<file path="config.mk">
export PLATFORM = sky130hd
export DESIGN_NAME = modular_arithmetic_unit
export DESIGN_NICKNAME = d
export VERILOG_FILES = /design/src/rtl/mau_pkg.sv /design/src/rtl/mau_div.sv /design/src/rtl/modular_arithmetic_unit.sv
export VERILOG_INCLUDE_DIRS = /design/src /design/src/rtl
export SDC_FILE = /design/constraint.sdc
export NUM_CORES = 2
export LEC_CHECK = 0
export ABC_AREA = 1
export CORE_MARGIN = 8
export CORE_UTILIZATION = 54
export CTS_CLUSTER_SIZE = 16
export DETAILED_ROUTE_END_ITERATION = 7
export DONT_BUFFER_PORTS = 1
export PLACE_DENSITY = 0.75
export SYNTH_ARGS = -nofsm -noshare
export SYNTH_HDL_FRONTEND = slang
export SYNTH_HIERARCHICAL = 1
export SYNTH_SLANG_ARGS = --single-unit
</file>
<file path="constraint.sdc">
create_clock -name aclk -period 12.4 [get_ports aclk]
set_input_delay 2.48 -clock aclk [delete_from_list [all_inputs] [get_ports aclk]]
set_output_delay 2.48 -clock aclk [all_outputs]
set_load 0.1 [all_outputs]
</file>
<file path="src/rtl/modular_arithmetic_unit_macros.svh">
// ----------------------------------------------------------------------------
// Modular arithmetic unit assertion macros
// Shared property wrappers for the modular arithmetic unit RTL.
// ----------------------------------------------------------------------------
`ifndef MODULAR_ARITHMETIC_UNIT_MACROS_SVH
`define MODULAR_ARITHMETIC_UNIT_MACROS_SVH

// implication checked every cycle outside reset
`define MAU_ASSERT_IMP(label, clk, rstn, ante, cons) \
    label: assert property (@(posedge clk) disable iff (!rstn) (ante) |-> (cons)) \
        else $error("assertion failed");

// implication checked in the following cycle
`define MAU_ASSERT_NEXT(label, clk, rstn, ante, cons) \
    label: assert property (@(posedge clk) disable iff (!rstn) (ante) |=> (cons)) \
        else $error("assertion failed");

`endif

</file>
<file path="src/rtl/mau_pkg.sv">
// ----------------------------------------------------------------------------
// Modular arithmetic unit package
// Widths, command codes and shared types.
// ----------------------------------------------------------------------------
`default_nettype none
package mau_pkg;
    localparam int W = 32;
    localparam int CW = $clog2(W + 1);

    typedef logic [W-1:0] word_t;
    typedef logic [CW-1:0] cnt_t;

    typedef enum logic [1:0] {
        CMD_ADD = 2'd0,
        CMD_SUB = 2'd1,
        CMD_MUL = 2'd2,
        CMD_INV = 2'd3
    } cmd_t;
endpackage
`default_nettype wire

</file>
<file path="src/rtl/mau_div.sv">
// ----------------------------------------------------------------------------
// Modular arithmetic unit divider
// Restoring radix-2 divider, one quotient bit per cycle while busy.
// ----------------------------------------------------------------------------
`default_nettype none
`include "modular_arithmetic_unit_macros.svh"
module mau_div
    import mau_pkg::*;
(
    input  wire logic  aclk,
    input  wire logic  aresetn,
    input  wire logic  start,
    input  wire word_t dividend,
    input  wire word_t divisor,
    output logic       busy,
    output logic       done,
    output word_t      quot,
    output word_t      rem
);
    logic  busy_reg, busy_next;
    logic  done_reg, done_next;
    cnt_t  cnt_reg, cnt_next;
    word_t q_reg, q_next;
    word_t r_reg, r_next;
    word_t d_reg, d_next;
    logic [W:0] trial;

    always_comb begin
        busy_next = busy_reg;
        done_next = 1'b0;
        cnt_next = cnt_reg;
        q_next = q_reg;
        r_next = r_reg;
        d_next = d_reg;
        trial = {r_reg, q_reg[W-1]} - {1'b0, d_reg};
        if (start && !busy_reg) begin
            busy_next = 1'b1;
            cnt_next = CW'(W);
            q_next = dividend;
            r_next = '0;
            d_next = divisor;
        end else if (busy_reg) begin
            if (!trial[W]) begin
                r_next = trial[W-1:0];
                q_next = {q_reg[W-2:0], 1'b1};
            end else begin
                r_next = {r_reg[W-2:0], q_reg[W-1]};
                q_next = {q_reg[W-2:0], 1'b0};
            end
            cnt_next = cnt_reg - 1'b1;
            if (cnt_reg == CW'(1)) begin
                busy_next = 1'b0;
                done_next = 1'b1;
            end
        end
    end

    always_ff @(posedge aclk) begin
        if (!aresetn) begin
            busy_reg <= 1'b0;
            done_reg <= 1'b0;
            cnt_reg <= '0;
        end else begin
            busy_reg <= busy_next;
            done_reg <= done_next;
            cnt_reg <= cnt_next;
        end
        q_reg <= q_next;
        r_reg <= r_next;
        d_reg <= d_next;
    end

    assign busy = busy_reg;
    assign done = done_reg;
    assign quot = q_reg;
    assign rem = r_reg;

    `MAU_ASSERT_IMP(a_div_excl, aclk, aresetn, done_reg, !busy_reg)
    `MAU_ASSERT_NEXT(a_div_start, aclk, aresetn, start && !busy_reg, busy_reg)
    `MAU_ASSERT_IMP(a_div_cnt, aclk, aresetn, busy_reg, cnt_reg != '0)
endmodule
`default_nettype wire

</file>
<file path="src/rtl/modular_arithmetic_unit.sv">
// ----------------------------------------------------------------------------
// Modular arithmetic unit
// Add, subtract, multiply and inverse modulo a configured modulus.
// ----------------------------------------------------------------------------
// Usage:
//   Input beat on s_valid/s_ready carries s_command, s_operand_a, s_operand_b.
//   Result beat on m_valid/m_ready carries m_result and m_status.
//   Write the modulus with modulus_we/modulus_wdata while idle; reset sets 2.
//   One item at a time: s_ready is low from acceptance until the result beat
//   is taken. All work runs on one shared restoring divider and one shared
//   modular adder.
//   Add/subtract run two operand reductions; multiply adds a shift-and-add
//   loop on top; inverse adds Euclid steps, each a division, a reduction of
//   the quotient, a shift-and-add multiply and a subtraction.
//   A stalled receiver holds the result in the output register; m_valid stays
//   high and no new beat is accepted until it is taken.
//   Reset clears the sequencer and restores the modulus to 2.
// ----------------------------------------------------------------------------
`default_nettype none
`include "modular_arithmetic_unit_macros.svh"
module modular_arithmetic_unit
    import mau_pkg::*;
(
    input  wire logic        aclk,
    input  wire logic        aresetn,
    input  wire logic        modulus_we,
    input  wire word_t       modulus_wdata,
    input  wire logic        s_valid,
    output logic             s_ready,
    input  wire logic [1:0]  s_command,
    input  wire word_t       s_operand_a,
    input  wire word_t       s_operand_b,
    output logic             m_valid,
    input  wire logic        m_ready,
    output word_t            m_result,
    output logic             m_status
);
    typedef enum logic [9:0] {
        S_IDLE  = 10'b0000000001,
        S_REDA  = 10'b0000000010,
        S_REDB  = 10'b0000000100,
        S_ARITH = 10'b0000001000,
        S_MUL   = 10'b0000010000,
        S_EDIV  = 10'b0000100000,
        S_QRED  = 10'b0001000000,
        S_TMUL  = 10'b0010000000,
        S_EUPD  = 10'b0100000000,
        S_OUT   = 10'b1000000000
    } state_t;

    state_t state_reg, state_next;
    word_t  mod_reg;
    cmd_t   cmd_reg, cmd_next;
    word_t  a_reg, a_next, b_reg, b_next;
    word_t  x_reg, x_next, y_reg, y_next;
    word_t  t0_reg, t0_next, t1_reg, t1_next;
    word_t  mx_reg, mx_next, my_reg, my_next, acc_reg, acc_next;
    word_t  r_reg, r_next;
    logic   sub_reg, sub_next;
    word_t  res_reg, res_next;
    logic   st_reg, st_next;
    logic   dstart, dbusy, ddone;
    word_t  dnd, dsr, dq, drem;

    // shared modular adder/subtractor (operands below modulus)
    word_t  u_x, u_y, u_out;
    logic   u_sub;
    logic [W:0] u_room, u_sum;

    always_comb begin
        u_room = {1'b0, mod_reg} - {1'b0, u_y};
        u_sum = {1'b0, u_x} + {1'b0, u_y};
        if (u_sub) begin
            u_out = (u_x >= u_y) ? (u_x - u_y) : (u_x + u_room[W-1:0]);
        end else begin
            u_out = ({1'b0, u_x} >= u_room) ? (u_x - u_room[W-1:0]) : u_sum[W-1:0];
        end
    end

    mau_div u_div (
        .aclk(aclk), .aresetn(aresetn), .start(dstart),
        .dividend(dnd), .divisor(dsr), .busy(dbusy), .done(ddone),
        .quot(dq), .rem(drem)
    );

    always_ff @(posedge aclk) begin
        if (!aresetn) begin
            mod_reg <= W'(2);
        end else if (modulus_we) begin
            mod_reg <= modulus_wdata;
        end
    end

    always_comb begin
        state_next = state_reg;
        cmd_next = cmd_reg;
        a_next = a_reg; b_next = b_reg;
        x_next = x_reg; y_next = y_reg;
        t0_next = t0_reg; t1_next = t1_reg;
        mx_next = mx_reg; my_next = my_reg; acc_next = acc_reg;
        r_next = r_reg; sub_next = sub_reg;
        res_next = res_reg; st_next = st_reg;
        dstart = 1'b0; dnd = a_reg; dsr = mod_reg;
        u_x = a_reg; u_y = b_reg; u_sub = 1'b0;
        unique case (state_reg)
            S_IDLE: begin
                if (s_valid) begin
                    cmd_next = cmd_t'(s_command);
                    a_next = s_operand_a;
                    b_next = s_operand_b;
                    if (mod_reg < W'(2)) begin
                        res_next = '0;
                        st_next = (cmd_t'(s_command) == CMD_INV);
                        state_next = S_OUT;
                    end else begin
                        state_next = S_REDA;
                        sub_next = 1'b0;
                    end
                end
            end
            S_REDA: begin
                dnd = a_reg;
                dstart = !sub_next && !sub_reg;
                sub_next = 1'b1;
                if (ddone) begin
                    a_next = drem;
                    sub_next = 1'b0;
                    state_next = S_REDB;
                end
            end
            S_REDB: begin
                dnd = b_reg;
                dstart = !sub_reg;
                sub_next = 1'b1;
                if (ddone) begin
                    b_next = drem;
                    sub_next = 1'b0;
                    st_next = 1'b0;
                    unique case (cmd_reg)
                        CMD_ADD, CMD_SUB: state_next = S_ARITH;
                        CMD_MUL: begin
                            mx_next = a_reg; my_next = drem; acc_next = '0;
                            state_next = S_MUL;
                        end
                        CMD_INV: begin
                            x_next = mod_reg; y_next = a_reg;
                            t0_next = '0; t1_next = W'(1);
                            state_next = S_EUPD;
                        end
                        default: state_next = S_ARITH;
                    endcase
                end
            end
            S_ARITH: begin
                u_sub = (cmd_reg == CMD_SUB);
                res_next = u_out;
                state_next = S_OUT;
            end
            S_MUL: begin
                // alternate: sub_reg=0 accumulate, sub_reg=1 double and shift
                if (my_reg == '0) begin
                    if (cmd_reg == CMD_MUL) begin
                        res_next = acc_reg;
                        state_next = S_OUT;
                    end else begin
                        t1_next = acc_reg;
                        state_next = S_EUPD;
                        sub_next = 1'b0;
                    end
                end else if (!sub_reg) begin
                    u_x = acc_reg; u_y = mx_reg;
                    if (my_reg[0]) acc_next = u_out;
                    sub_next = 1'b1;
                end else begin
                    u_x = mx_reg; u_y = mx_reg;
                    mx_next = u_out;
                    my_next = my_reg >> 1;
                    sub_next = 1'b0;
                end
            end
            S_EUPD: begin
                if (sub_reg) begin
                    // tn = t0 - acc ; shift values
                    u_x = t0_reg; u_y = t1_reg; u_sub = 1'b1;
                    t0_next = mx_reg;
                    t1_next = u_out;
                    sub_next = 1'b0;
                end else if (y_reg == '0) begin
                    if (x_reg == W'(1)) begin
                        res_next = t0_reg; st_next = 1'b0;
                    end else begin
                        res_next = '0; st_next = 1'b1;
                    end
                    state_next = S_OUT;
                end else begin
                    dnd = x_reg; dsr = y_reg;
                    dstart = 1'b1;
                    state_next = S_EDIV;
                end
            end
            S_EDIV: begin
                dnd = x_reg; dsr = y_reg;
                if (ddone) begin
                    x_next = y_reg;
                    y_next = drem;
                    r_next = dq;
                    state_next = S_QRED;
                end
            end
            S_QRED: begin
                dnd = r_reg; dsr = mod_reg;
                dstart = !dbusy && !ddone && !sub_reg;
                sub_next = 1'b1;
                if (ddone) begin
                    // multiply (q mod m) by t1; keep old t1 in mx slot later
                    mx_next = drem; my_next = t1_reg; acc_next = '0;
                    r_next = t1_reg;
                    sub_next = 1'b0;
                    state_next = S_TMUL;
                end
            end
            S_TMUL: begin
                if (my_reg == '0) begin
                    // t1 <- product, mx <- old t1, then subtract in S_EUPD
                    t1_next = acc_reg;
                    mx_next = r_reg;
                    sub_next = 1'b1;
                    state_next = S_EUPD;
                end else if (!sub_reg) begin
                    u_x = acc_reg; u_y = mx_reg;
                    if (my_reg[0]) acc_next = u_out;
                    sub_next = 1'b1;
                end else begin
                    u_x = mx_reg; u_y = mx_reg;
                    mx_next = u_out;
                    my_next = my_reg >> 1;
                    sub_next = 1'b0;
                end
            end
            S_OUT: begin
                if (m_ready) state_next = S_IDLE;
            end
            default: state_next = S_IDLE;
        endcase
    end

    always_ff @(posedge aclk) begin
        if (!aresetn) begin
            state_reg <= S_IDLE;
            sub_reg <= 1'b0;
        end else begin
            state_reg <= state_next;
            sub_reg <= sub_next;
        end
        cmd_reg <= cmd_next;
        a_reg <= a_next; b_reg <= b_next;
        x_reg <= x_next; y_reg <= y_next;
        t0_reg <= t0_next; t1_reg <= t1_next;
        mx_reg <= mx_next; my_reg <= my_next; acc_reg <= acc_next;
        r_reg <= r_next;
        res_reg <= res_next; st_reg <= st_next;
    end

    assign s_ready = (state_reg == S_IDLE);
    assign m_valid = (state_reg == S_OUT);
    assign m_result = res_reg;
    assign m_status = st_reg;

    `MAU_ASSERT_IMP(a_excl, aclk, aresetn, s_ready, !m_valid)
    `MAU_ASSERT_IMP(a_res_range, aclk, aresetn, m_valid && mod_reg >= W'(2), m_result < mod_reg)
    `MAU_ASSERT_IMP(a_st_zero, aclk, aresetn, m_valid && m_status, m_result == '0)
    `MAU_ASSERT_NEXT(a_hold, aclk, aresetn, m_valid && !m_ready, m_valid && $stable(m_result))
endmodule
`default_nettype wire
</file>
==> run summary <==
The post-synthesis cell type count is 66. The multiplexer share of the synthesized area is 0%. In the final routed layout, each cell accounts on average for 29.68 µm.

Setup repair after global routing left no endpoint under its margin. The total number of placement rows is 96. The power density of the placed cells is 316.7 nW/µm². The data arrival time of the critical path is 11,780 ps. The share of layout cells above drive strength 1 is 6.108%.

The placed wire-length estimate came out at 131,200 µm. The total wire length came out at 172,600 µm. The worst setup path is captured at a register. The maximum vdd drop is 0.2242 mV. The register area share after synthesis came out at 38.53%.

The number of synthesized flops with an enable pin is 419. Clock-pin slew was measured on the worst setup and hold paths at 60 ps. The adder-cell share of the synthesized area is 6.838%. The via density per instance is 6.519.

The number of remaining DRC errors is 43. The library cells used most frequently in the layout, excluding fill and tap cells, are nand2_1 (1,280), inv_1 (627), o21ai_0 (461). By area, the combinational part of the netlist is dominated by simple AND/OR/NAND/NOR gates. The async set-or-reset flop fraction in the synthesized netlist came out at 0%. The floorplan step defined a core boundary enclosing 68,230 µm². The number of hold buffers added after cts is 0. The number of placed cells counting well taps came out at 5,706. Leaving out fill and tap cells, the most frequent cell in the layout is nand2_1. For this run, the number of Yosys warnings is 6.

The worst-case clock buffer depth came out at 3. The number of clock buffers added by TritonCTS is 55. In this run the static leakage power is 17.22 nW. Of all nets on the critical path, the largest fanout is 46. The count of buffers inserted at the top-level ports is 0. The area added between synthesis and finish is 7.772%. The overall power consumption is 12.62 mW.

The number of global-route vias before repair is 34,440. The final-layout setup total negative slack came out at 0 ps. The netlist area before placement came out at 36,960 µm². The worst-case register-to-register setup slack is 990 ps. The flow ran to the end, but the final reports show violations.

The share of the clock period used by the worst path is 92.01%. The beginning of the worst register-to-register path is state_reg[9]. The required time of the critical path is 12,770 ps.

The critical path capture point is mx_reg[23]. The first-pass GRT wire length is 241,600 µm. The clock period minus worst slack came out at 11,410 ps. From bottom edge to top edge, the die measures 277.6 µm. At the pin with the least slew margin, the transition time is 1328 ps. The count of buffers added by post-CTS timing repair for setup is 0. The die width is 277.6 µm. The placer's final routability congestion estimate is 1.075. Counting the fill cells in the layout gives 6,443. The simple-gate share of the synthesized area came out at 23.25%. The number of gates resized after CTS came out at 0. The minimum setup slack in the final design is 990.8 ps. Once detail routing completed, the nets flagged for antenna violations numbered 0. The post-synthesis sequential element count came out at 502. For this run, the slowest stage of the critical path takes 950 ps. The clock sink count is 502. Synthesis handed over a netlist of 4,943 instances. The later pin in the worst-skew pair is clocked with a latency of 670 ps. The worst reg2reg path depth came out at 49. Global routing used 42.66% of the available tracks. The CTS H-tree depth is 2. For the final database, setup skew stands at 68.62 ps. The clock tree from TritonCTS is built. The final number of setup-violating endpoints is 0. The pin count of the biggest net entering global routing is 72. The worst setup path is launched from a register. The pre-antenna-repair detailed-routing pass consisted of 8 iterations. The worst hold path belongs to the class reg2reg.

The final hold violation count came out at 0. The synthesized area divided by synthesized cell count is 7.478 µm². Synthesis produced a netlist with a net count of 5,245.

In the final design database the tool counted 5,183 nets. The number of pins with negative max-slew slack in the final report is 0. The first-iteration detailed-routing DRC count is 5,999. In this run the tightest slew margin relative to its limit is 11.45%.

The number of violations of the max-capacitance limit came out at 0. The initial cell density of the core came out at 54.18%. Tracing the worst setup path back leads to its startpoint at state_reg[9]. The timing-limited maximum frequency is 87.65 MHz.

The cell that appears most often on the critical path is nand2_1. After global routing the overflow that remains totals 0. The slowest library cell on the worst path is dfxtp_1.

Clock tree synthesis selected as its root buffer the cell clkbuf_16. In this run the critical register-to-register path is captured at mx_reg[23]. The die area is 77,080 µm². The xor and xnor fraction of the mapped netlist area is 2.938%.

The minimum setup slack after placement is 1300 ps. Leaving out filler cells and counting taps, the final layout contains 5,816. The compound-cell area share of the yosys netlist is 19.49%. The checks that failed: DRC.

The initial antenna violation count was 9. The kind of critical path is reg2reg. Among all flip-flop cells after synthesis, the most frequent one is edfxtp_1. The number of vias after detailed routing is 37,910.

The count of boundary I/O pins is 138.
## worst max-delay path, delay by kind of cell (launching register included)
kind	cells	cell delay, ps
AND/OR/NAND/NOR	27	4020
AO/OA/AOI/OAI	15	3980
adder cells (fa/ha/maj)	4	1380
flip-flops	1	950
buffers and inverters	2	510
XOR/XNOR	1	250
## metal layers
layer  up-vias  part of all wire [%]  GRT usage [%]
li1      16720                     -              -
met1     17590                    36          53.20
met3       577                    15          15.67
met5         -                  0.12          1.217
met2      3018                    41          62.01
met4         8                   8.0          26.99
## metrics by stage
step                      util, %  hold slack [ps]  cell area, µm²
after floorplan                 -            453.1           36960
after global placement      55.79            469.3           38060
after detailed placement    55.79            468.5           38060
after CTS                   58.37            477.9           39820
after global routing        58.37            505.0           39820
final                       58.39            482.3           39840
## layout make-up
class                   instances  area, µm²  share of cell area [%]
flip-flops and latches        502      14240                   35.76
multi-input cells            3580      19580                   49.15
repair buffers                 88      680.7                   1.709
clock inverters                37      294.0                  0.7381
well taps                     882       1104                   2.770
diodes                          6      15.01                 0.03769
clock buffers                  67       1463                   3.672
inverters                     654       2455                   6.162
## Yosys cell counts, drive strengths merged (32+ instances only)
cell type  instances  area share, %
nand4             34           0.58
o21ai            468            6.4
xor2              89            2.1
a22oi             44           0.89
edfxtp           419             34
nor3              44           0.65
o211ai            84            1.7
ha               194            6.6
o22ai             50           0.85
nand3            201            2.9
nand2           1297             13
nand3b            32           0.65
xnor2             35           0.83
inv              652            6.6
nor4              33           0.58
buf               34           0.55
clkbuf           173            1.8
nor2             384            4.1
a21oi            350            5.1
dfxtp             83            4.5
## cells by family after synthesis
group           count (synthesis)
compound gates               1202
fa+ha+maj                     199
xor+xnor                      124
flops                         502
buf+inv                       861
simple gates                 2055
## how the worst min path moves through the flow
stage               depth (start not counted)             start                to
floorplan                                   2  u_div/cnt_reg[5]  u_div/cnt_reg[5]
global placement                            2  u_div/cnt_reg[1]  u_div/cnt_reg[1]
detailed placement                          2  u_div/cnt_reg[1]  u_div/cnt_reg[1]
CTS                                         2  u_div/cnt_reg[1]  u_div/cnt_reg[1]
global route                                2  u_div/cnt_reg[5]  u_div/cnt_reg[5]
finish                                      2  u_div/cnt_reg[5]  u_div/cnt_reg[5]
## power breakdown
part	switching [mW]	total [mW]	internal, mW
Combinational	5.72	7.91	2.20
Clock	0.760	1.65	0.888
Sequential	0.717	3.05	2.34
(Power assumes the default switching activity.)
